--- src/hdl/cbd_pkg.sv ---
package cbd_pkg;

    // Request kinds.
    localparam logic [1:0] REQ_READ = 2'd0;
    localparam logic [1:0] REQ_WRITE = 2'd1;
    localparam logic [1:0] REQ_PUSH = 2'd2;
    localparam logic [1:0] REQ_PULL = 2'd3;

    // Target codes.
    localparam logic [2:0] TGT_RAM = 3'd0;
    localparam logic [2:0] TGT_PPU = 3'd1;
    localparam logic [2:0] TGT_DMA = 3'd2;
    localparam logic [2:0] TGT_PAD = 3'd3;
    localparam logic [2:0] TGT_MAP = 3'd4;
    localparam logic [2:0] TGT_NONE = 3'd5;

    // Bus map.
    localparam logic [15:0] ADDR_STACK = 16'h0100;
    localparam logic [15:0] ADDR_PPU = 16'h2000;
    localparam logic [15:0] ADDR_IO = 16'h4000;
    localparam logic [15:0] ADDR_DMA = 16'h4014;
    localparam logic [15:0] ADDR_PAD_ONE = 16'h4016;
    localparam logic [15:0] ADDR_PAD_TWO = 16'h4017;
    localparam logic [15:0] ADDR_MAPPER = 16'h6000;
    localparam logic [7:0] OPEN_BUS_BYTE = 8'hDE;

    localparam logic [3:0] PAD_BITS = 4'd8;

    typedef struct packed {
        logic [1:0]  req_type;
        logic [15:0] address;
        logic [7:0]  write_data;
        logic [7:0]  stack_ptr;
        logic [7:0]  pad_one_buttons;
        logic [7:0]  pad_two_buttons;
    } t_req;

    typedef struct packed {
        logic [7:0]  read_data;
        logic [2:0]  target;
        logic [15:0] target_address;
        logic        target_is_write;
        logic [7:0]  new_stack_ptr;
    } t_res;

    // Decoded access, passed from the decoder to the datapath and pad ports.
    typedef struct packed {
        logic [2:0]  target;
        logic [15:0] target_address;
        logic        is_write;
        logic [7:0]  new_sp;
        logic [7:0]  stack_sp;
        logic        ram_rd;
        logic        ram_wr;
        logic        ram_stack;
        logic        pad_rd_one;
        logic        pad_rd_two;
        logic        pad_wr;
        logic [7:0]  read_data;
    } t_dec;

endpackage

--- src/hdl/cbd_decode.sv ---
module cbd_decode import cbd_pkg::*; (
    input  t_req i_req,
    output t_dec o_dec
);

    logic [7:0] sp_dec;
    logic [7:0] sp_inc;

    assign sp_dec = i_req.stack_ptr - 8'd1;
    assign sp_inc = i_req.stack_ptr + 8'd1;

    always_comb begin
        o_dec = '0;
        o_dec.target = TGT_NONE;
        o_dec.target_address = i_req.address;
        o_dec.new_sp = i_req.stack_ptr;
        o_dec.stack_sp = i_req.stack_ptr;
        case (i_req.req_type)
            REQ_PUSH: begin
                o_dec.target = TGT_RAM;
                o_dec.target_address = ADDR_STACK | {8'h00, i_req.stack_ptr};
                o_dec.is_write = 1'b1;
                o_dec.new_sp = sp_dec;
                o_dec.ram_wr = 1'b1;
                o_dec.ram_stack = 1'b1;
            end
            REQ_PULL: begin
                o_dec.target = TGT_RAM;
                o_dec.target_address = ADDR_STACK | {8'h00, sp_inc};
                o_dec.new_sp = sp_inc;
                o_dec.stack_sp = sp_inc;
                o_dec.ram_rd = 1'b1;
                o_dec.ram_stack = 1'b1;
            end
            REQ_WRITE: begin
                o_dec.is_write = 1'b1;
                if (i_req.address < ADDR_PPU) begin
                    o_dec.target = TGT_RAM;
                    o_dec.ram_wr = 1'b1;
                end else if (i_req.address < ADDR_IO) begin
                    o_dec.target = TGT_PPU;
                    o_dec.target_address = ADDR_PPU | {13'd0, i_req.address[2:0]};
                end else if (i_req.address == ADDR_DMA) begin
                    o_dec.target = TGT_DMA;
                end else if (i_req.address == ADDR_PAD_ONE) begin
                    o_dec.target = TGT_PAD;
                    o_dec.pad_wr = 1'b1;
                end else if (i_req.address >= ADDR_MAPPER) begin
                    o_dec.target = TGT_MAP;
                end
            end
            default: begin
                if (i_req.address < ADDR_PPU) begin
                    o_dec.target = TGT_RAM;
                    o_dec.ram_rd = 1'b1;
                end else if (i_req.address < ADDR_IO) begin
                    o_dec.target = TGT_PPU;
                    o_dec.target_address = ADDR_PPU | {13'd0, i_req.address[2:0]};
                end else if (i_req.address == ADDR_DMA) begin
                    o_dec.target = TGT_DMA;
                end else if (i_req.address == ADDR_PAD_ONE) begin
                    o_dec.target = TGT_PAD;
                    o_dec.pad_rd_one = 1'b1;
                end else if (i_req.address == ADDR_PAD_TWO) begin
                    o_dec.target = TGT_PAD;
                    o_dec.pad_rd_two = 1'b1;
                end else if (i_req.address >= ADDR_MAPPER) begin
                    o_dec.target = TGT_MAP;
                end else begin
                    o_dec.read_data = OPEN_BUS_BYTE;
                end
            end
        endcase
    end

endmodule

--- config.mk ---
export PLATFORM = sky130hd
export DESIGN_NAME = cbd_decode
export DESIGN_NICKNAME = d
export VERILOG_FILES = /design/src/hdl/cbd_pkg.sv /design/src/hdl/cbd_decode.sv
export SDC_FILE = /design/constraint.sdc
export NUM_CORES = 1
export LEC_CHECK = 0
export BUFFER_PORTS_ARGS = -buffer_cell sky130_fd_sc_hd__clkbuf_2
export CAP_MARGIN = 30
export CORE_MARGIN = 3
export CORE_UTILIZATION = 26
export DETAILED_ROUTE_END_ITERATION = 12
export PLACE_DENSITY = 0.67
export REMOVE_ABC_BUFFERS = 1
export SLEW_MARGIN = 10
export SYNTH_ARGS = -nofsm -noshare
export SYNTH_HDL_FRONTEND = slang
export SYNTH_SLANG_ARGS = --single-unit
--- constraint.sdc ---
create_clock -name vclk -period 2
set_clock_uncertainty 0.1 [all_clocks]
set_input_delay 0.4 -clock vclk [all_inputs]
set_output_delay 0.4 -clock vclk [all_outputs]
set_load 0.005 [all_outputs]
==> results.md, run 1 <==
* FMAX at 443 MHz
* Netlist cell types at 46
* Std cell rows at 21
* Seq pwr share at 0%
* Cell Chain, Critical Path: buf_6 > or4_4 > nor4_4 > mux2_4 > o211ai_1 > buf_2
* Effective utilization at floorplan at 28.4%
* Mux contribution to synthesized area at 4.51%
* Post-CTS Hold Buffers at 0
* Number of antenna violations at the first check in global routing at 0
* # clk buffers at 0
* Sw Share at 47.8%
* Pin count of the biggest net entering global routing at 13
* Per-cell via count in the routed design at 5.04
* Dpl hpwl at 3030 µm
* Max-Cap Viols at 0
* Kind of start point of the critical path: input pin
* Total wire length at 4460 µm
* Via count of the first global-routing pass at 1364
* Top-area cell type share of the netlist area at 10.5%
* Die Width at 68.0 µm
* Area growth, synth to finish at 120%
* Final Hold Vio Count at 0
* Largest family of logic cells by synthesized area: simple AND/OR/NAND/NOR gates
* Adder-cell area share of the yosys netlist at 8.76%
* Cell class contributing the biggest share of worst-path delay: simple AND/OR/NAND/NOR gates
* Status: finished, violations left
* Total number of vias at 1618
* Total of buffers placed on input and output ports at 74
* Final min period at 2.26 ns
* Routed len/inst at 13.9 µm
* Boundary Pins at 100
* Synth Area in XOR/XNOR at 5.26%
* Flip-flop and latch count at 0
* Average instance area after synthesis at 6.37 µm²
* Power per Cell Area at 198 nW/µm²
* Final Total Pwr at 435 µW
* Top-count cell post-synth: sky130_fd_sc_hd__o21ai_0
* Setup slack of the critical path after layout at -0.257 ns
* Number of DRC markers in iteration 0 at 30
* Die area at 4630 µm²
* Setup repair after global routing missed its margin: yes
* Post-route DRC violation count at 0
* Placeable Area at 3520 µm²
* Total global routing overflow at 0
* Category of the worst setup path capture point: primary output
* Leak Pwr at 0.00103 µW
* Number of failing setup endpoints in the final timing report at 9
* Register area at 0 µm²
* DR pass1 iterations at 4
* Vert. Die Dim at 68.0 µm
* Top cells by count, synth: sky130_fd_sc_hd__o21ai_0 (21), sky130_fd_sc_hd__nand2_1 (13), sky130_fd_sc_hd__inv_1 (11)
* Compound-Gate Fraction of Synth Area at 30.9%
* Most area-hungry cell type in the Yosys netlist: sky130_fd_sc_hd__o21ai_0
* Total GRT Usage at 15.6%
* Required time worst endpoint at 1.50 ns
* Placer Congestion at 0.791
* Ranking of synthesized cells by area: sky130_fd_sc_hd__o21ai_0 (11%), sky130_fd_sc_hd__ha_1 (8.8%), sky130_fd_sc_hd__buf_4 (5.3%)
* Maximum single-stage delay on the critical path at 0.56 ns
* Synth warn at 0
* Layout cells sized above 1 at 65.8%
* Combinational fraction of design power at 100.0%
* Post-Syn Instances at 157
* Classification of the worst setup path: in -> out
* Number of nets with antenna violations after detailed routing at 0
* Cell internal power dissipation at 227 µW
* Global-route wire length before repair at 5860 µm
* CP max stage cell: sky130_fd_sc_hd__or4_4
* Sequential fraction of the synthesis area at 0%
* Fillers at 302
* Share of the clock period used by the worst path after layout at 113%
* N_diodes at 0
* Path type of the worst min-delay path: in -> out
* Post-route worst hold slack at 1.01 ns
* Simple-gate share of the synthesized area at 35.9%
* Data arrival time of the critical path at 1.76 ns
* Highest net fanout along the worst path at 2
* Max-slew violations at 0
* Maximum resistive drop on vdd at 0.121 mV
* Post-layout net count at 334
* Post-synthesis instance area at 1000 µm²
* Total buffers and inverters traversed by the critical path at 2
* Violated checks: negative setup slack
* Power spent charging and discharging nets at 208 µW
* Share of power burned in the clock network at 0%
[per-stage QoR]
| stage | cells | worst slack (ns) | utilization (%) | cell area [µm²] | setup TNS (ns) |
|---|---|---|---|---|---|
| after CTS | 313 | -0.274 | 53.8 | 1900 | -1.71 |
| final | 321 | -0.257 | 62.3 | 2190 | -1.31 |
| after global routing | 321 | -0.338 | 62.3 | 2190 | -2.68 |
| after detailed placement | 304 | -0.347 | 47.3 | 1670 | -5.08 |
| after floorplan | 141 | -0.0931 | - | 902 | -0.869 |
| after global placement | 304 | -0.301 | 47.3 | 1670 | -4.27 |
[logic make-up (layout without fill, tap and decap cells)]
| group | count (synthesis) | after routing |
|---|---|---|
| XOR/XNOR | 6 | 6 |
| other | 1 | 2 |
| adder cells (fa/ha/maj) | 7 | 7 |
| AND/OR/NAND/NOR | 61 | 61 |
| AO/OA/AOI/OAI | 50 | 51 |
| multiplexers | 4 | 4 |
| buffers and inverters | 28 | 144 |
[cell type report]
cell class,count,area [µm²],share of cell area (%)
repair buffers,133,946,43.1
inverters,11,48.8,2.22
multi-input cells,131,1140,52.1
well taps,46,57.6,2.62
[tightest hold or removal path, stage by stage]
cell and delay, ns:
sky130_fd_sc_hd__clkbuf_2 0.10, sky130_fd_sc_hd__and2_1 0.11, sky130_fd_sc_hd__clkbuf_2 0.11
[layout by cell type, fill, tap and decap left out, drive strengths merged, types with 2 or more instances in the layout]
cell type and instances:
nor2b 7, a211oi 3, nand3 3, buf 78
a21oi 10, inv 11, xor2 3, nand2b 5
a41oi 2, clkbuf 55, o221ai 2, xnor2 3
nor3 4, nor2 10, nand2 13, nor4 2
and2 4, conb 2, nand4 4, ha 7
o21ai 21, mux2 4, o21a 3
[repair_timing]
item,CTS,global route
gates resized for setup,42,70
setup endpoints to repair,33,32
pin swaps,13,20
buffers inserted,9,6
cloned,0,3
endpoints found under the hold margin,0,0
[power by group through the flow]
stage	combinational (µW)	sequential, µW	clock (µW)
floorplan	126	0	0
global placement	318	0	0
detailed placement	323	0	0
CTS	365	0	0
global route	474	0	0
finish	435	0	0
[path summary, 6_finish.rpt]
path / start / end / slack [ns] / depth (start not counted)
max: i_req[19] / o_dec[29] / -0.26 / 6
min: i_req[43] / o_dec[42] / 1.01 / 3
[metal layers]
metal  wire length, µm  GRT usage [%]  share of wire [%]  up-vias
li1                  -              -                  -      802
met2              2390           28.2                 54       48
met3               212          0.985                4.8        6
met5                 0              0                  0        -
met1              1780           20.9                 40      762
met4                76           1.49                1.7        0
Power figures use the tool's default switching activity.
==> run 2, diff against run 1 <==
BUFFER_PORTS_ARGS = unset   (was -buffer_cell sky130_fd_sc_hd__clkbuf_2)
CORE_ASPECT_RATIO = 1.75   (was unset)
DONT_BUFFER_PORTS = 1   (was unset)
PLACE_DENSITY = 0.44   (was 0.67)
==> run 2 against run 1 <==
Effect of this change: the flow still finishes with violations (negative setup slack); maximum frequency rose by 9.0%; non-clock buffer count decreased by 114; setup slack gained 0.19 ns; wire length is 25% lower; flip-flop and latch count stayed put; critical path depth decreased by 2; final cell count decreased by 36%; die area grew 0.63%.
==> results.md, run 2 (synthesized netlist as in run 1, its figures left out) <==
* Launching element of the worst setup path: i_req[19]
* Length of routed met3 wiring at 239 µm (+13%)
* Total of buffers placed on input and output ports at 0 (-100%)
* Max-Cap Viols at 0 (unchanged)
* Final Hold Vio Count at 0 (unchanged)
* Kind of start point of the critical path: input pin
* Placed inst area at 1130 µm² (-32%)
* Setup slack of the critical path after layout at -0.0699 ns (+0.187 ns)
* Effective utilization at floorplan at 27.3% (-1.1 points)
* Via count of the first global-routing pass at 1126 (-17%)
* FMAX at 483 MHz (+9.0%)
* Commonest cells after routing, fill and taps aside: sky130_fd_sc_hd__o21ai_0 (18), sky130_fd_sc_hd__buf_4 (17), sky130_fd_sc_hd__nand2_1 (13)
* Leak Pwr at 0.000454 µW (-56%)
* Maximum single-stage delay on the critical path at 0.54 ns (-0.02 ns)
* CP max stage cell: sky130_fd_sc_hd__or4_4
* Maximum resistive drop on vdd at 0.108 mV (-10%)
* Crit path to: o_dec[29]
* Layout cells sized above 1 at 21.3% (-45 points)
* Area growth, synth to finish at 20.3%
* # clk buffers at 0 (unchanged)
* Vert. Die Dim at 88.0 µm (+29%)
* Per-cell via count in the routed design at 5.60 (+11%)
* Number of setup buffers added after CTS at 0 (-9)
* Flip-flop and latch count at 0 (unchanged)
* Die Width at 52.9 µm (-22%)
* Total global routing overflow at 0 (unchanged)
* Met1 layer wirelength in the final routing at 1190 µm (-33%)
* Fillers at 404 (+34%)
* Setup repair after global routing missed its margin: yes
* Power per Cell Area at 161 nW/µm² (-19%)
* Post-CTS Hold Buffers at 0 (unchanged)
* Path type of the worst min-delay path: in -> out
* Highest routing layer actually used: met4
* Post-route DRC violation count at 0 (unchanged)
* Category of the worst setup path capture point: primary output
* Max-slew violations at 0 (unchanged)
* Cell Chain, Critical Path: or4_4 > nor4_4 > mux2_4 > o211ai_1
* Total wire length at 3340 µm (-25%)
* Final Total Pwr at 193 µW (-56%)
* Number of nets with antenna violations after detailed routing at 0 (unchanged)
* Number of DRC markers in iteration 0 at 10 (-67%)
* Total number of vias at 1153 (-29%)
* Amount of wire on met2 after detailed routing at 1880 µm (-21%)
* Number of failing setup endpoints in the final timing report at 1 (-8)
* Std cell rows at 29 (+38%)
* Final min period at 2.07 ns (-0.187 ns)
* Share of the clock period used by the worst path after layout at 103% (-9.4 points)
* N_diodes at 0 (unchanged)
* Die area at 4650 µm² (+0.63%)
* Final standard cell area without fillers at 1200 µm² (-45%)
* Global-route wire length before repair at 5110 µm (-13%)
* Register area at 0 µm² (unchanged)
* Post-Place Setup Slack at -0.317 ns (+0.0305 ns)
* Highest net fanout along the worst path at 11 (+9)
* Violated checks: negative setup slack
* Placeable Area at 3660 µm² (+4.1%)
* Routed len/inst at 16.2 µm (+17%)
* Number of antenna violations at the first check in global routing at 0 (unchanged)
* Post-layout net count at 219 (-34%)
* Setup TNS after final layout at -0.0699 ns (+1.24 ns)
* Classification of the worst setup path: in -> out
* Required time worst endpoint at 1.50 ns (about the same)
* Placer Congestion at 0.754 (-4.8%)
* Data arrival time of the critical path at 1.57 ns (-0.19 ns)
* Dpl hpwl at 2820 µm (-6.8%)
* Commonest non-fill, non-tap cell in the layout: sky130_fd_sc_hd__o21ai_0
* Pin count of the biggest net entering global routing at 20 (+7)
* Total GRT Usage at 13.8% (-1.8 points)
* Boundary Pins at 100 (unchanged)
* DR pass1 iterations at 4 (unchanged)
* Status: finished, violations left
## run 2: cell types whose count changed in the layout (fill, tap and decap cells not counted), moves of 6 or more
cell	previous run	this run
sky130_fd_sc_hd__buf_2	12	0
sky130_fd_sc_hd__buf_4	46	17
sky130_fd_sc_hd__buf_6	16	0
sky130_fd_sc_hd__clkbuf_2	54	0
sky130_fd_sc_hd__o21ai_0	8	18
sky130_fd_sc_hd__o21ai_1	9	3
## run 2: repair_timing
action / in CTS / in global routing
gates resized for setup: 9 / 7
pin swaps: 4 / 3
setup endpoints to repair: 7 / 11
## run 2: worst max-delay path: cells and delay by family
kind	cells	cell delay, ns
compound gates	1	0.12
simple gates	2	0.72
mux	1	0.32
## run 2: area by class of cell
cell class	count	area [µm²]	share of cell area, %
multi-input combinational	130	936	77.8
timing repair buffer	19	168	13.9
tap	46	57.6	4.79
inverter	11	41.3	3.43
## run 2: power breakdown
group	switching (µW)	leakage (µW)	total [µW]	internal (µW)
Sequential	0	0	0	0
Clock	0	0	0	0
Combinational	105	0.000454	193	88.8
## run 2: routing by layer
| metal | track usage [%] | vias to the layer above |
|---|---|---|
| met4 | 1.40 | 0 |
| met5 | 0 | - |
| met3 | 1.87 | 4 |
| met1 | 14.1 | 528 |
| met2 | 28.7 | 54 |
| li1 | - | 567 |
## run 2: how the worst min path moves through the flow
stage,depth (start not counted),endpoint,startpoint
after floorplan,1,o_dec[46],i_req[49]
after global placement,1,o_dec[46],i_req[49]
after detailed placement,1,o_dec[44],i_req[49]
after CTS,1,o_dec[10],i_req[32]
after global routing,1,o_dec[10],i_req[32]
final,1,o_dec[10],i_req[32]
## run 2: metrics by stage
| stage | utilization [%] | hold slack (ns) | instances |
|---|---|---|---|
| 6_report | 32.8 | 0.730 | 206 |
| 5_1_grt | 32.8 | 0.731 | 206 |
| 4_1_cts | 32.2 | 0.730 | 206 |
| 3_5_place_dp | 30.8 | 0.734 | 206 |
| 3_3_place_gp | 30.8 | 0.736 | 206 |
| 2_1_floorplan | - | 0.730 | 141 |
