==> config.mk <==
export PLATFORM = sky130hd
export DESIGN_NAME = cbd_pads
export DESIGN_NICKNAME = d
export VERILOG_FILES = /design/src/hdl/cbd_pkg.sv /design/src/hdl/cbd_pads.sv
export SDC_FILE = /design/constraint.sdc
export NUM_CORES = 1
export LEC_CHECK = 0
export BUFFER_PORTS_ARGS = -buffer_cell sky130_fd_sc_hd__clkbuf_2
export CORE_MARGIN = 2
export CORE_UTILIZATION = 34
export CTS_BUF_LIST = sky130_fd_sc_hd__clkbuf_8
export DETAILED_ROUTE_END_ITERATION = 10
export GPL_TIMING_DRIVEN = 0
export PLACE_DENSITY = 0.95
export SYNTH_ARGS = -nofsm -noshare
export SYNTH_HDL_FRONTEND = slang
export SYNTH_SLANG_ARGS = --single-unit
==> constraint.sdc <==
create_clock -name i_clk -period 2.5 [get_ports i_clk]
set_input_delay 0.125 -clock i_clk [delete_from_list [all_inputs] [get_ports i_clk]]
set_output_delay 0.125 -clock i_clk [all_outputs]
set_load 0.005 [all_outputs]
==> src/hdl/cbd_pkg.sv <==
package cbd_pkg;

    // Request kinds.
    localparam logic [1:0] REQ_READ = 2'd0;
    localparam logic [1:0] REQ_WRITE = 2'd1;
    localparam logic [1:0] REQ_PUSH = 2'd2;
    localparam logic [1:0] REQ_PULL = 2'd3;

    // Target codes.
    localparam logic [2:0] TGT_RAM = 3'd0;
    localparam logic [2:0] TGT_PPU = 3'd1;
    localparam logic [2:0] TGT_DMA = 3'd2;
    localparam logic [2:0] TGT_PAD = 3'd3;
    localparam logic [2:0] TGT_MAP = 3'd4;
    localparam logic [2:0] TGT_NONE = 3'd5;

    // Bus map.
    localparam logic [15:0] ADDR_STACK = 16'h0100;
    localparam logic [15:0] ADDR_PPU = 16'h2000;
    localparam logic [15:0] ADDR_IO = 16'h4000;
    localparam logic [15:0] ADDR_DMA = 16'h4014;
    localparam logic [15:0] ADDR_PAD_ONE = 16'h4016;
    localparam logic [15:0] ADDR_PAD_TWO = 16'h4017;
    localparam logic [15:0] ADDR_MAPPER = 16'h6000;
    localparam logic [7:0] OPEN_BUS_BYTE = 8'hDE;

    localparam logic [3:0] PAD_BITS = 4'd8;

    typedef struct packed {
        logic [1:0]  req_type;
        logic [15:0] address;
        logic [7:0]  write_data;
        logic [7:0]  stack_ptr;
        logic [7:0]  pad_one_buttons;
        logic [7:0]  pad_two_buttons;
    } t_req;

    typedef struct packed {
        logic [7:0]  read_data;
        logic [2:0]  target;
        logic [15:0] target_address;
        logic        target_is_write;
        logic [7:0]  new_stack_ptr;
    } t_res;

    // Decoded access, passed from the decoder to the datapath and pad ports.
    typedef struct packed {
        logic [2:0]  target;
        logic [15:0] target_address;
        logic        is_write;
        logic [7:0]  new_sp;
        logic [7:0]  stack_sp;
        logic        ram_rd;
        logic        ram_wr;
        logic        ram_stack;
        logic        pad_rd_one;
        logic        pad_rd_two;
        logic        pad_wr;
        logic [7:0]  read_data;
    } t_dec;

endpackage

==> src/hdl/cbd_pads.sv <==
module cbd_pads import cbd_pkg::*; (
    input  logic       i_clk,
    input  logic       i_rst_n,
    input  logic       i_accept,
    input  t_dec       i_dec,
    input  logic       i_write_bit,
    input  logic [7:0] i_pad_one,
    input  logic [7:0] i_pad_two,
    output logic       o_bit
);

    logic       r_strobe;
    logic       n_strobe;
    logic [3:0] r_idx_one;
    logic [3:0] n_idx_one;
    logic [3:0] r_idx_two;
    logic [3:0] n_idx_two;

    // Shift one button bit out; the index stops at eight.
    always_comb begin
        n_strobe = r_strobe;
        n_idx_one = r_idx_one;
        n_idx_two = r_idx_two;
        o_bit = 1'b0;
        if (i_dec.pad_rd_one) begin
            if (r_idx_one < PAD_BITS) begin
                o_bit = i_pad_one[r_idx_one[2:0]];
                n_idx_one = r_idx_one + 4'd1;
            end
            if (r_strobe) begin
                n_idx_one = '0;
            end
        end
        if (i_dec.pad_rd_two) begin
            if (r_idx_two < PAD_BITS) begin
                o_bit = i_pad_two[r_idx_two[2:0]];
                n_idx_two = r_idx_two + 4'd1;
            end
            if (r_strobe) begin
                n_idx_two = '0;
            end
        end
        if (i_dec.pad_wr) begin
            n_strobe = i_write_bit;
            if (i_write_bit) begin
                n_idx_one = '0;
                n_idx_two = '0;
            end
        end
    end

    always_ff @(posedge i_clk) begin
        if (!i_rst_n) begin
            r_strobe <= 1'b0;
            r_idx_one <= '0;
            r_idx_two <= '0;
        end else if (i_accept) begin
            r_strobe <= n_strobe;
            r_idx_one <= n_idx_one;
            r_idx_two <= n_idx_two;
        end
    end

endmodule

==> flow_summary.toml, run 1 <==
[timing]
fin_setup_tns_ps = 0
drv_slew = 0
final.min_clock_period_ps = 1800
setup_viol = 0
worst_slack_ps = 696
max-slew-margin-rel_pct = 67.6
skew_ps = 0.196
max_freq_mhz = 554
hold_viol_final = 0
fin_crit_sh_pct = 72.2
worstMarginPinSlew_ps = 480
rsz0062_at_grt = "false"

[grt]
gr-total-overflow = 0
first_global_vias = 515
grt_max_degree = 9
grtUsageTotal_pct = 14.7
grt_antenna_before_repair = 0
grt_pass1_wl_um = 2040

[placed_design]
gp_congestion = 0.715
io_buffers = 23
dp_hpwl_um = 961
pre_cts_slack_ps = 927

[clocking]
clock_sinks = 9
clockBufferDepth = 2
insertion_delay_ps = 230
post-cts-setup-buffer-count = 0
clkTransAtPathRegs_ps = 40
numCtsBuffers = 3
cts_resized = 0
cts_root_buf = "clkbuf_8"
cts_max_level = 1
holdBufCountCts = 0
tritoncts = "done"

[floorplanning]
dieHeight_um = 43.7
core-area_um2 = 1490
die_area_um2 = 1910
start_util_pct = 36.1
die_w_um = 43.7
io_pins = 71
fp-row-count = 14

[cells_and_area]
nFillCells = 148
drive_above_1_share_pct = 35.8
antenna_cells_inserted = 0
nets = 154
syn_to_final_growth_pct = 33.6

[critical_path]
crit_required_ps = 2380
critPathKind = "reg2out"
r2r_cells = 3
path_max_fanout = 5
r2r_end = "r_idx_two[0]"
endpoint_kind = "primary output"
crit_arrival_ps = 1680
r2r-start = "r_strobe"
crit_path_start_kind = "flip-flop"
r2r_slack_ps = 1450

[synth]
synth_top_area_share_pct = 33.6
ys_types = 23
ys_top_cells_by_count = "9 x dfxtp_1, 7 x nor2_1, 4 x mux2i_1, 4 x nand2_1"
synth-edff-count = 0
yosysTopAreaCell = "dfxtp_1"
synth.area.top_cells = "dfxtp_1 34%, mux4_1 9.8%, mux2i_1 7.5%"
synth-seq-cells = 9
yosys.cell_count.top_type = "dfxtp_1"
async_flop_share_pct = 0
syn_nets = 126
synth.avg_cell_area_um2 = 9.94
netlist_area_um2 = 537
yosysWarnings = 0
synth_ff_type = "dfxtp_1"
syn_inst = 54
ys_seq_area_share_pct = 33.6

[worst_hold_path]
min_delay_path_depth = 2
hold_class = "in2reg"
hold_end = "r_strobe"
min-delay-start = "i_rst_n"

[pwr]
p_leak_uw = 0.000333
pwr_density_cell_nw_per_um2 = 521
ir_drop_mv = 0.310

[run_status]
status = "finished clean"

[detailed_routing]
drc = 0
drt-wirelength-per-cell_um = 12.0
drtIter0Drc = 5
vias = 514
viasPerCell = 5.30
ant_nets = 0
drt-total-wl_um = 1170
first_pass_iters = 4

[run]
drv_cap = 0
## cells by family after synthesis
group | Yosys count | synth area share (%)
compound gates | 9 | 10.5
xor+xnor | 4 | 6.53
fa+ha+maj | 2 | 4.66
buf+inv | 1 | 0.699
flops | 9 | 33.6
mux | 8 | 23.5
simple gates | 21 | 20.5
## worst max-delay path by stage
stage	slack (ps)	end	from	cells past startpoint
2_1_floorplan	1130	o_bit	r_idx_one[1]	4
3_3_place_gp	940	o_bit	r_idx_one[1]	5
3_5_place_dp	930	o_bit	r_idx_one[1]	5
4_1_cts	670	o_bit	r_idx_one[1]	5
5_1_grt	590	o_bit	r_idx_one[1]	5
6_report	700	o_bit	r_idx_one[1]	5
## power by group
group | total [uW] | switching [uW] | internal, uW
registers | 155 | 6.18 | 148
clock network | 166 | 59.0 | 107
logic | 52.8 | 21.7 | 31.1
total | 373 | 86.9 | 287
## cell usage in the layout, fill, tap and decap left out, types with 2 or more instances in the layout
cell type,Yosys,routed
o21ai_0,3,3
dfxtp_1,9,9
clkbuf_8,0,3
inv_1,1,2
mux4_1,2,2
a22oi_1,2,2
ha_1,2,2
nor2_1,7,7
a31oi_1,2,2
nand3_1,2,2
mux2i_1,4,4
nor2b_1,3,3
nand2_1,4,4
xor2_1,3,3
clkbuf_2,0,23
## layer usage
layer	vias to the layer above	routed length [um]	global-route usage [%]	part of all wire, %
met2	27	533	24.4	46
met4	0	40	10.9	3.4
met5	-	0	0	0
met1	222	471	16.0	40
li1	260	-	-	-
met3	5	119	3.75	10
## final cells by class
| cell class | count | area (um^2) | share of cell area (%) |
|---|---|---|---|
| timing repair buffer | 23 | 115 | 16.1 |
| inverter | 1 | 3.75 | 0.524 |
| clock buffer | 3 | 41.3 | 5.76 |
| tap | 16 | 20.0 | 2.79 |
| clock inverter | 1 | 3.75 | 0.524 |
| sequential | 9 | 180 | 25.1 |
| multi-input combinational | 44 | 353 | 49.2 |
## state kept, by name, summed over array words and instances (netlist names)
| signal | flops |
|---|---|
| r_idx_one | 4 |
| r_idx_two | 4 |
| r_strobe | 1 |
## critical path: stages (launching register included)
cell and delay [ps]:
dfxtp_1 350, mux4_1 340, mux2i_1 60, or4b_1 470, o21ai_0 90, clkbuf_2 130
## through the flow
| step | hold WS [ps] | utilization [%] | cells | total power [uW] | area [um^2] |
|---|---|---|---|---|---|
| global placement | 365 | 45.1 | 93 | 207 | 672 |
| global route | 185 | 48.2 | 97 | 389 | 717 |
| floorplan | 253 | - | 54 | 183 | 537 |
| CTS | 159 | 48.2 | 97 | 378 | 717 |
| detailed placement | 392 | 45.1 | 93 | 211 | 672 |
| finish | 156 | 48.2 | 97 | 373 | 717 |
Power figures use the tool's default switching activity.
==> run 2, diff against run 1 <==
--- a/config.mk
+++ b/config.mk
@@ -5,13 +5,14 @@
 export SDC_FILE = /design/constraint.sdc
 export NUM_CORES = 1
 export LEC_CHECK = 0
+export ABC_AREA = 1
 export BUFFER_PORTS_ARGS = -buffer_cell sky130_fd_sc_hd__clkbuf_2
 export CORE_MARGIN = 2
-export CORE_UTILIZATION = 34
+export CORE_UTILIZATION = 35
 export CTS_BUF_LIST = sky130_fd_sc_hd__clkbuf_8
 export DETAILED_ROUTE_END_ITERATION = 10
 export GPL_TIMING_DRIVEN = 0
-export PLACE_DENSITY = 0.95
+export PLACE_DENSITY = 0.91
 export SYNTH_ARGS = -nofsm -noshare
 export SYNTH_HDL_FRONTEND = slang
 export SYNTH_SLANG_ARGS = --single-unit
==> constraint.sdc (replaced) <==
create_clock -name i_clk -period 1.8 [get_ports i_clk]
set_input_delay 0.09 -clock i_clk [delete_from_list [all_inputs] [get_ports i_clk]]
set_output_delay 0.09 -clock i_clk [all_outputs]
set_load 0.005 [all_outputs]
==> flow_summary.toml, run 2 <==
[grt]
gr-total-overflow = 0
grtUsageTotal_pct = 14.2
grt_antenna_before_repair = 0
grt_pass1_wl_um = 2160
first_global_vias = 598
grt_max_degree = 8

[floorplanning]
fp-row-count = 15
die_w_um = 47.0
die_area_um2 = 2210
io_pins = 71
core-area_um2 = 1730
dieHeight_um = 47.0
start_util_pct = 37.5

[synth]
synth_top_area_share_pct = 27.9
ys_top_cells_by_count = "29 x nand2_1, 23 x inv_1, 11 x nand3_1"
ys_seq_area_share_pct = 27.9
muxShareOfSynthArea_pct = 0
async_flop_share_pct = 0
synth.avg_cell_area_um2 = 6.10
ys_types = 15
synth-edff-count = 0
synthAdderAreaFrac_pct = 3.87
syn_nets = 178
synth_ff_type = "dfxtp_1"
synthSimpleGateAreaFrac_pct = 40.6
synth_top_family_by_area = "simple AND/OR/NAND/NOR gates"
synthXorXnorAreaFrac_pct = 2.71
synth_compound_area_share_pct = 10.1
syn_inst = 106
synth-seq-cells = 9
synth.area.top_cells = "dfxtp_1 28%, nand2_1 17%, inv_1 13%"
yosys.cell_count.top_type = "nand2_1"
netlist_area_um2 = 647
yosysWarnings = 0
yosysTopAreaCell = "dfxtp_1"

[critical_path]
endpoint_kind = "primary output"
critPathKind = "reg2out"
path_max_fanout = 7
cp_slowest_cell = "dfxtp_1"
crit_arrival_ps = 1300
r2r_slack_ps = 780
worstSetupEndpoint = "o_bit"
cpPeakStageDelay_ps = 330
cp_common_cell = "nand2_1"
r2r_end = "r_idx_one[2]"
crit_path_start_kind = "flip-flop"
path_cells = "clkbuf_2 -> inv_1 -> nand2_1 -> nand3_1 -> nand2_1 -> nand2_1 -> nand3_1 -> nand2_1 -> clkbuf_2"
crit_required_ps = 1710
r2r-start = "r_idx_one[1]"
crit_start = "r_idx_one[0]"
r2r_cells = 4

[pwr]
ir_drop_mv = 0.344
pwr_density_cell_nw_per_um2 = 650
p_leak_uw = 0.000442

[placed_design]
gp_congestion = 0.734
dp_hpwl_um = 1150
io_buffers = 23
dp_cells = 154

[timing]
max-slew-margin-rel_pct = 84.3
setup_viol = 0
rsz0062_at_grt = "false"
fin_crit_sh_pct = 77.1
final.min_clock_period_ps = 1390
fin_setup_tns_ps = 0
hold_ws_ps = 71.2
drv_slew = 0
max_freq_mhz = 721
hold_viol_final = 0
worstMarginPinSlew_ps = 234
skew_ps = 0.356

[detailed_routing]
drc = 0
viasPerCell = 4.34
first_pass_iters = 5
vias = 685
drt-wirelength-per-cell_um = 8.42
ant_nets = 0
drtIter0Drc = 8
drt-total-wl_um = 1330

[cells_and_area]
fin_cells = 158
syn_to_final_growth_pct = 29.6
layout_commonest_cell = "nand2_1"
final_cell_mix = "29 x nand2_1, 25 x clkbuf_2, 24 x inv_1"
drive_above_1_share_pct = 27.1
nets = 206
top_regs = "r_idx_one: 4 flops, r_idx_two: 4 flops, r_strobe: 1 flops"
antenna_cells_inserted = 0

[clocking]
cts_resized = 0
clkTransAtPathRegs_ps = 40
cts_max_level = 1
post-cts-setup-buffer-count = 0
holdBufCountCts = 0
insertion_delay_ps = 230
clock_sinks = 9
numCtsBuffers = 3
clockBufferDepth = 2
tritoncts = "done"
cts_root_buf = "clkbuf_8"

[run_status]
status = "finished clean"

[worst_hold_path]
hold_class = "in2reg"

[run]
drv_cap = 0
## run 2: cell count changes after synthesis, moves of 3 or more
cell,before,now
inv_1,1,23
mux2i_1,4,0
nand2_1,4,29
nand3_1,2,11
nor2b_1,3,0
nor3_1,0,5
o21ai_2,0,4
## run 2: cell families after synthesis
| group | Yosys count |
|---|---|
| buffers and inverters | 25 |
| adder cells (fa/ha/maj) | 2 |
| AO/OA/AOI/OAI | 10 |
| XOR/XNOR | 2 |
| AND/OR/NAND/NOR | 58 |
| flip-flops | 9 |
## run 2: critical path, delay by kind of cell, from the launching register on
family,cells,cell delay [ps]
flops,1,330
buf+inv,3,370
simple gates,6,350
## run 2: worst min path at each step
stage	start	endpoint	cells after the start
2_1_floorplan	i_rst_n	r_strobe	2
3_3_place_gp	i_rst_n	r_strobe	3
3_5_place_dp	i_rst_n	r_strobe	3
4_1_cts	i_rst_n	r_strobe	3
5_1_grt	i_rst_n	r_strobe	3
6_report	i_rst_n	r_strobe	3
## run 2: routing by layer
metal | track usage (%) | routed length [um] | vias to the layer above
li1 | - | - | 381
met1 | 16.2 | 608 | 286
met2 | 23.8 | 651 | 16
met3 | 1.15 | 51 | 2
met4 | 11.7 | 19 | 0
met5 | 0 | 0 | -
## run 2: area by class of cell
type	instances	area (um^2)
Clock buffer	3	41.3
Inverter	23	86.3
Clock inverter	1	3.75
Sequential cell	9	180
Tap cell	25	31.3
Multi-Input combinational cell	72	370
Buffer	2	10.0
Timing Repair Buffer	23	115
Fill cell	181	888
## run 2: power by group
| part | leakage (uW) | internal (uW) | switching [uW] |
|---|---|---|---|
| combinational | 0.000342 | 49.5 | 61.2 |
| clock | 0.0000269 | 148 | 73.2 |
| sequential | 0.0000733 | 208 | 5.58 |
| total | 0.000442 | 405 | 140 |
## run 2: stage by stage
stage	instance area [um^2]	setup WS [ps]	power (uW)	utilization, %
finish	838	413	545	48.6
global route	838	277	584	48.6
CTS	838	401	558	48.6
detailed placement	793	657	328	45.9
global placement	793	688	324	45.9
floorplan	647	831	287	-
==> run 3, diff against run 2 <==
==> constraint.sdc (replaced) <==
create_clock -name i_clk -period 1.3 [get_ports i_clk]
set_input_delay 0.065 -clock i_clk [delete_from_list [all_inputs] [get_ports i_clk]]
set_output_delay 0.065 -clock i_clk [all_outputs]
set_load 0.005 [all_outputs]
==> flow_summary.toml, run 3 (synthesis gave the netlist of run 2 again) <==
[grt]
grt_antenna_before_repair = 0
first_global_vias = 609
grt_pass1_wl_um = 2210
gr-total-overflow = 0
grt_max_degree = 8
grtUsageTotal_pct = 14.6

[critical_path]
path_cells = "inv_4 -> nand2_2 -> nand3_2 -> nand2_1 -> nand2_1 -> nand3_1 -> nand2_1 -> buf_2"
cp_common_cell = "nand2_1"
r2r-start = "r_idx_one[0]"
crit_arrival_ps = 1130
endpoint_kind = "primary output"
crit_required_ps = 1240
crit_path_start_kind = "flip-flop"
cp_slowest_cell = "dfxtp_4"
cpPeakStageDelay_ps = 390
crit_start = "r_idx_one[0]"
critPathKind = "reg2out"
path_max_fanout = 8

[clocking]
tritoncts = "done"
numCtsBuffers = 3
cts_max_level = 1
clock_sinks = 9
cts_root_buf = "clkbuf_8"
holdBufCountCts = 0
insertion_delay_ps = 230
clockBufferDepth = 2
clkTransAtPathRegs_ps = 40

[detailed_routing]
drt-total-wl_um = 1380
vias = 676
drtIter0Drc = 14
viasPerCell = 4.33
ant_nets = 0
first_pass_iters = 4
drt-wirelength-per-cell_um = 8.81
drc = 0

[floorplanning]
dieHeight_um = 47.0
die_w_um = 47.0
core-area_um2 = 1730
io_pins = 71
start_util_pct = 37.5
die_area_um2 = 2210
fp-row-count = 15

[timing]
fin_crit_sh_pct = 92.2
skew_ps = 0.462
rsz0062_at_grt = "true"
final.min_clock_period_ps = 1200
hold_viol_final = 0
max-slew-margin-rel_pct = 84.3
worstMarginPinSlew_ps = 234
drv_slew = 0
setup_viol = 0
worst_slack_ps = 102
max_freq_mhz = 835

[cells_and_area]
layout_commonest_cell = "nand2_1"
final_cell_area_um2 = 857
final_cell_mix = "27 x nand2_1, 22 x inv_1, 22 x clkbuf_2"
final_util_pct = 49.6
syn_to_final_growth_pct = 32.5
seq_area_um2 = 189
antenna_cells_inserted = 0
fin_cells = 156
top_regs = "r_idx_one: 4 flops, r_idx_two: 4 flops, r_strobe: 1 flops"
multiInputGateArea_um2 = 385
nFillCells = 180
nets = 204
drive_above_1_share_pct = 32.8

[placed_design]
dpl_cell_area_um2 = 793
io_buffers = 23
dp_hpwl_um = 1150
gp_congestion = 0.734
dp_cells = 154
pre_cts_slack_ps = 182

[run_status]
status = "finished clean"

[worst_hold_path]
hold_class = "in2reg"
min-delay-start = "i_rst_n"

[pwr]
ir_drop_mv = 0.481
total_power_uw = 761
p_leak_uw = 0.000441
pwr_density_cell_nw_per_um2 = 888

[run]
drv_cap = 0
## run 3: layout make-up
cell class                 instances  share of cell area, %
multi-input combinational         72                   45.0
inverter                          23                   10.7
tap                               25                   3.65
clock buffer                       3                   4.82
timing repair buffer              23                   13.4
clock inverter                     1                  0.438
sequential                         9                   22.0
## run 3: per-stage QoR
stage	hold WS [ps]	setup TNS, ps
CTS	42.9	0
finish	46.4	0
floorplan	177	0
global route	62.4	-1.85
detailed placement	290	0
global placement	280	0
## run 3: worst max-delay path, delay by kind of cell (launching register included)
family	cells	cell delay (ps)
flops	1	390
simple gates	6	330
buf+inv	2	170
## run 3: what timing repair did
| action | 4_1_cts | 5_1_grt |
|---|---|---|
| setup endpoints to repair | 1 | 1 |
| buffers inserted | 0 | 0 |
| pin swaps | 0 | 4 |
| resized for setup | 8 | 10 |
## run 3: routing by layer
layer	vias to the layer above	GRT usage, %	wire, um
met5	-	0	0
met1	279	15.5	644
met4	0	13.3	19
met3	2	1.54	52
li1	379	-	-
met2	16	25.2	658
## run 3: final timing paths
path,endpoint,slack (ps),cells past startpoint
max,o_bit,100,8
min,r_strobe,50,3
max reg2reg,r_idx_one[2],270,4
min reg2reg,r_strobe,490,2
## run 3: report_power, final
| group | internal, uW | total, uW | leakage (uW) | switching, uW |
|---|---|---|---|---|
| Sequential | 288 | 307 | 0.0000750 | 18.6 |
| Combinational | 68.7 | 149 | 0.000339 | 80.1 |
| Clock | 205 | 305 | 0.0000269 | 101 |
